<file path="config.mk">
export PLATFORM = sky130hd
export DESIGN_NAME = oasb_ctrl
export DESIGN_NICKNAME = d
export VERILOG_FILES = /design/src/rtl/oasb_pkg.sv /design/src/rtl/oasb_ctrl.sv
export SDC_FILE = /design/constraint.sdc
export NUM_CORES = 1
export LEC_CHECK = 0
export ABC_CLOCK_PERIOD_IN_PS = 1460
export BUFFER_PORTS_ARGS = -buffer_cell sky130_fd_sc_hd__buf_2
export CORE_AREA = 3 3 40 42
export DETAILED_ROUTE_END_ITERATION = 10
export DIE_AREA = 0 0 43 45
export RECOVER_POWER = 50
export SLEW_MARGIN = 5
export SYNTH_ARGS = -nofsm -noshare
export SYNTH_HDL_FRONTEND = slang
export SYNTH_SLANG_ARGS = --single-unit
</file>
<file path="constraint.sdc">
create_clock -name clk -period 1.46 [get_ports clk]
set_input_delay 0.292 -clock clk [delete_from_list [all_inputs] [get_ports clk]]
set_output_delay 0.292 -clock clk [all_outputs]
set_load 0.05 [all_outputs]
</file>
<file path="src/rtl/oasb_pkg.sv">
// Shared constants, op codes and controller types for the overlap-add sample buffer.
package oasb_pkg;

	localparam int DEPTH   = 2048;
	localparam int ADDR_W  = $clog2(DEPTH);
	localparam int PTR_W   = ADDR_W + 1;
	localparam int STORE_W = 16;
	localparam int LEVEL_W = 12;
	localparam int OP_W    = 3;
	localparam int POS_W   = 11;
	localparam int ADV_W   = 12;

	localparam logic signed [STORE_W:0] SAT_MAX = (STORE_W+1)'((1 << (STORE_W - 1)) - 1);
	localparam logic signed [STORE_W:0] SAT_MIN = -SAT_MAX - (STORE_W+1)'(1);

	localparam logic [OP_W-1:0] OP_ACC     = 3'd0;
	localparam logic [OP_W-1:0] OP_ADV     = 3'd1;
	localparam logic [OP_W-1:0] OP_CONSUME = 3'd2;
	localparam logic [OP_W-1:0] OP_PEEK    = 3'd3;
	localparam logic [OP_W-1:0] OP_CLEAR   = 3'd4;

	typedef enum logic [1:0] {
		ST_SWEEP,
		ST_IDLE,
		ST_EXEC
	} state_t;

	typedef struct packed {
		logic accept;
		logic commit;
		logic sweep;
	} cmd_t;

	typedef struct packed {
		logic sweep_busy;
		logic out_free;
		logic is_clear;
	} sts_t;

endpackage

</file>
<file path="src/rtl/oasb_ctrl.sv">
// Controller state machine: clearing sweep, idle/accept, execute/commit.
module oasb_ctrl import oasb_pkg::*; (
	input  logic   clk,
	input  logic   arst_n,
	input  logic   in_valid,
	input  sts_t   sts,
	output logic   in_stall,
	output cmd_t   cmd
);

	state_t state_q;
	state_t state_d;

	always_ff @(posedge clk or negedge arst_n) begin
		if (!arst_n) begin
			state_q <= ST_SWEEP;
		end else begin
			state_q <= state_d;
		end
	end

	always_comb begin
		state_d = state_q;
		unique case (state_q)
			ST_SWEEP: begin
				if (!sts.sweep_busy) state_d = ST_IDLE;
			end
			ST_IDLE: begin
				if (in_valid) state_d = ST_EXEC;
			end
			ST_EXEC: begin
				if (sts.out_free) state_d = sts.is_clear ? ST_SWEEP : ST_IDLE;
			end
			default: state_d = ST_SWEEP;
		endcase
	end

	always_comb begin
		in_stall   = 1'b1;
		cmd.accept = 1'b0;
		cmd.commit = 1'b0;
		cmd.sweep  = 1'b0;
		unique case (state_q)
			ST_SWEEP: begin
				cmd.sweep = 1'b1;
			end
			ST_IDLE: begin
				in_stall   = 1'b0;
				cmd.accept = in_valid;
			end
			ST_EXEC: begin
				cmd.commit = sts.out_free;
			end
			default: ;
		endcase
	end

endmodule

</file>
==> results.cfg, run 1 <==
[run_status]
outcome = finished clean

[global_route]
overflow = 0
grt_pass1_vias = 150
grt_use_total_pct = 4.25
grt_pass1_wl_microns = 565
grt_max_degree = 9
antenna_found_initial = 0

[sta]
drv_slew = 0
finalHoldViolations = 0
rsz0062_at_grt = false
fin_skew_ns = 0.00225
finalSetupViolations = 0
period_share_pct = 95.7
tns_ns = 0
fin_ws_ns = 0.0624
worst_pin_slew_ns = 0.249
min_period_ns = 1.40
fmax_mhz = 716
relSlewSlack_pct = 83.5

[logic_synthesis]
synthesis.nets = 18
yosysUniqueCellTypes = 10
synth-seq-area-share_pct = 39.6
ys_warn_count = 0
syn-mean-instance-area_sq_um = 10.5
syn_inst = 12
syn_area_sq_um = 126
yosys-top-cells-area = dfrtp_1, mux2_4, nand4bb_1
synth_top_area_share_pct = 39.6
ys_ff_latch = 2
synth_top_cell_by_area = dfrtp_1

[hold_path]
hp-class = in -> reg

[floorplanning]
io_pins = 10
initial_core_util_pct = 9.83
num_rows = 13
die_y_microns = 45
die_width_microns = 43
core_sq_mm = 0.00128
dieArea_sq_mm = 0.00194

[placed_design]
placed_cells = 36
dp_slack_ns = 0.247
io_buffers = 9
place_congestion = 0.610

[worst_setup_path]
start_kind = flip-flop
reg2reg_slack_ns = 0.52
critical_path_arrival_ns = 1.11
worst-path-max-fanout = 8
required_ns = 1.17
critical_path_class = reg -> out
endpoint_kind = output port

[layout]
utilization_pct = 17.5
largest_reg_flops = 2
top_regs = state_q (2)
drive_gt1_share_pct = 60.0
regMostFlops = state_q
final_cells = 40
antennaDiodeCount = 0
final.fill_count = 148
area_growth_pct = 78.2
fin_nets = 33

[detailed_routing]
routedWlPerCell_microns = 8.53
dr.first_iter.drc_count = 0
vias = 136
drcViolationCount = 0
vias_per_cell = 3.40
ant_nets = 0
drt_wl_total_microns = 341
dr.pass1.iters = 1

[cts]
cts_setup_buffers = 0
cts-root-buf = clkbuf_4
h-tree-depth = 1
cts_tree = done
cts_sinks = 2
cts.clk_slew.worst_paths_ns = 0.03
clk_latency_ns = 0.22
clock_path_buffers = 2
cts_buffers = 3

[power]
ir_drop_v = 0.000330
cellPowerDensity_mw_per_mm2 = 2430
p_leak_uw = 0.000104
power_uw = 548

[job]
cap_violations = 0
## through the flow
| step | instance area [sq um] | hold slack, ns |
|---|---|---|
| after floorplan | 126 | -0.00359 |
| after global placement | 190 | 0.0783 |
| after detailed placement | 190 | 0.0793 |
| after CTS | 223 | 0.266 |
| after global routing | 225 | 0.287 |
| final | 225 | 0.270 |
## placed cells by master (no fill, tap or decap), drive strengths merged, types with 2 or more instances in the layout
master,instances
buf,7
clkbuf,5
dfrtp,2
nor2,2
## cell families after synthesis
| group | after synthesis | synth area share [%] |
|---|---|---|
| AOI/OAI and AO/OA | 2 | 11.9 |
| and+or+nand+nor | 7 | 36.6 |
| DFF | 2 | 39.6 |
| muxes | 1 | 11.9 |
## cell type report
type | count | area, sq um | share of cell area [%]
Timing Repair Buffer | 10 | 58.8 | 26.1
Tap cell | 15 | 18.8 | 8.33
Clock buffer | 3 | 22.5 | 10.0
Multi-Input combinational cell | 10 | 72.6 | 32.2
Sequential cell | 2 | 52.6 | 23.3
## synth_stat cells
cell type,instances
dfrtp_1,2
nand4bb_1,1
nand2_1,1
nor2_1,2
mux2_4,1
o22ai_1,1
and3b_2,1
nand2b_1,1
o21ai_2,1
or2b_1,1
## repair_timing
| item | 4_1_cts | 5_1_grt |
|---|---|---|
| setup endpoints to repair | 0 | 3 |
| endpoints found under the hold margin | 2 | 0 |
| hold buffers | 1 | 0 |
| gates resized for setup | 0 | 5 |
## final timing paths
| path | start | end | cells past startpoint |
|---|---|---|---|
| worst min register to register | state_q[1] | state_q[0] | 1 |
| worst min-delay path | sts[1] | state_q[1] | 2 |
| min in group asynchronous | arst_n | state_q[0] | 2 |
| worst max-delay path | state_q[1] | in_stall | 2 |
| worst max register to register | state_q[0] | state_q[0] | 2 |
| max in group asynchronous | arst_n | state_q[1] | 2 |
## critical path, cell delays in order, from the launching register on
cell and delay, ns:
dfrtp_2 0.44, or2b_1 0.23, buf_2 0.21
## power breakdown
part	internal (uW)	switching, uW	leakage (uW)
Combinational	92.8	203	0.0000676
Sequential	84.9	45.0	0.0000227
Clock	90.8	31.5	0.0000138
Total	268	279	0.000104
## routing by layer
layer	share of wire, %	GRT usage [%]
met3	12	2.79
met5	0	0
met2	40	5.99
met4	0	3.61
met1	48	4.34
Note: power is estimated with default switching activity, not from simulation.
==> inputs of run 2 (changes only) <==
--- a/config.mk
+++ b/config.mk
@@ -5,11 +5,11 @@
 export SDC_FILE = /design/constraint.sdc
 export NUM_CORES = 1
 export LEC_CHECK = 0
-export ABC_CLOCK_PERIOD_IN_PS = 1460
-export BUFFER_PORTS_ARGS = -buffer_cell sky130_fd_sc_hd__buf_2
+export ABC_CLOCK_PERIOD_IN_PS = 1290
 export CORE_AREA = 3 3 40 42
 export DETAILED_ROUTE_END_ITERATION = 10
 export DIE_AREA = 0 0 43 45
+export DONT_BUFFER_PORTS = 1
 export RECOVER_POWER = 50
 export SLEW_MARGIN = 5
 export SYNTH_ARGS = -nofsm -noshare
==> constraint.sdc (replaced) <==
create_clock -name clk -period 1.29 [get_ports clk]
set_input_delay 0.258 -clock clk [delete_from_list [all_inputs] [get_ports clk]]
set_output_delay 0.258 -clock clk [all_outputs]
set_load 0.05 [all_outputs]
==> run 2 against run 1 <==
Compared with the run above:
- the run now ends with setup timing left
- first-iteration DRC count grew 2
- critical endpoint unchanged
- critical path depth stayed put
- largest power group unchanged
- clock skew barely moved
- critical path type unchanged
- routed wire length is 12% higher
- combinational power is 94% higher
- total power grew 55%
- largest cell class is now buffers
==> results.cfg, run 2 (synthesis results as in run 1) <==
[run_status]
outcome = finished, violations left
violations = setup timing

[floorplanning]
die_y_microns = 45
core_sq_mm = 0.00128
die_width_microns = 43
num_rows = 13
dieArea_sq_mm = 0.00194
initial_core_util_pct = 9.83
io_pins = 10

[layout]
antennaDiodeCount = 0
area_growth_pct = 114
fin_nets = 30
largest_reg_flops = 2
final_cell_mix = clkbuf_4, buf_12, buf_4
top_regs = state_q (2)
drive_gt1_share_pct = 77.3
final_cells = 37
regMostFlops = state_q
utilization_pct = 21.0

[power]
cellPowerDensity_mw_per_mm2 = 3140
ir_drop_v = 0.000598
p_leak_uw = 0.000117

[global_route]
grt_max_degree = 7
grt_pass1_vias = 155
overflow = 0
antenna_found_initial = 0
grt_use_total_pct = 5.00
grt_pass1_wl_microns = 648

[detailed_routing]
vias_per_cell = 3.73
ant_nets = 0
drcViolationCount = 0
routedWlPerCell_microns = 10.4
dr.pass1.iters = 2
vias = 138
drt_wl_total_microns = 383
dr.first_iter.drc_count = 2

[sta]
fmax_mhz = 752
drv_slew = 0
finalSetupViolations = 2
min_period_ns = 1.33
finalHoldViolations = 0
hold-worst-slack_ns = 0.123
tns_ns = -0.0715
fin_skew_ns = 0.00209
period_share_pct = 103
relSlewSlack_pct = 82.6
fin_ws_ns = -0.0402
rsz0062_at_grt = true
worst_pin_slew_ns = 0.262

[worst_setup_path]
critical_path_arrival_ns = 1.07
critical_path_class = reg -> out
endpoint_kind = output port
required_ns = 1.03
start_kind = flip-flop
worst-path-max-fanout = 6

[cts]
cts_buffers = 3
cts_tree = done
cts-root-buf = clkbuf_4
cts_sinks = 2
clock_path_buffers = 2
h-tree-depth = 1
clk_latency_ns = 0.22
cts.clk_slew.worst_paths_ns = 0.03

[hold_path]
hp-class = in -> reg

[placed_design]
io_buffers = 0
placed_cells = 30
dp_hpwl_microns = 290
place_congestion = 0.663

[job]
cap_violations = 0
-- run 2: cell types whose count changed in the layout (fill, tap and decap cells not counted), moves of 2 or more --
| cell | delta |
|---|---|
| nor2_1 | -2 |
| nor2_2 | +2 |
| buf_4 | +2 |
| buf_2 | -6 |
| buf_12 | +3 |
-- run 2: power by group --
part / internal (uW) / switching, uW / total (uW)
Combinational: 288 / 285 / 573
Sequential: 96.1 / 42.2 / 138
Clock: 103 / 35.3 / 138
-- run 2: per-stage QoR --
stage               instance area (sq um)  power (uW)  setup slack, ns
floorplan                             131         418            0.102
global placement                      210         634            0.150
global route                          270         891          -0.0681
CTS                                   268         855          -0.0401
detailed placement                    210         644            0.130
finish                                270         849          -0.0402
-- run 2: path summary, 6_finish.rpt --
check	from	end	slack, ns	cells after the start
worst max-delay path	state_q[1]	in_stall	-0.04	2
worst min-delay path	sts[1]	state_q[1]	0.12	1
worst max register to register	state_q[0]	state_q[0]	0.24	3
worst min register to register	state_q[1]	state_q[0]	0.60	2
max in group asynchronous	arst_n	state_q[1]	0.88	1
min in group asynchronous	arst_n	state_q[0]	0.27	1
-- run 2: routing by layer --
metal	GRT usage, %	vias to the layer above	share of wire, %	wire [microns]
li1	-	65	-	-
met1	4.35	58	42	159
met2	6.29	13	37	140
met3	4.78	2	19	73
met4	5.42	0	2.6	10
met5	0	-	0	0
-- run 2: layout make-up --
class	count	area [sq um]
fill	142	1010
clock buffer	3	22.5
sequential	2	52.6
timing repair buffer	7	92.6
multi-input combinational	10	83.8
tap	15	18.8
-- run 2: worst max-delay path, cell delays in order (launching register included) --
cell and delay, ns:
dfrtp_2 0.43, or2b_1 0.27, buf_12 0.16
-- run 2: timing repair --
item                                    CTS  global route
endpoints found under the setup margin    3             3
setup buffers                             3             0
hold endpoints to repair                  2             0
hold buffers                              1             0
resized for setup                         2             1
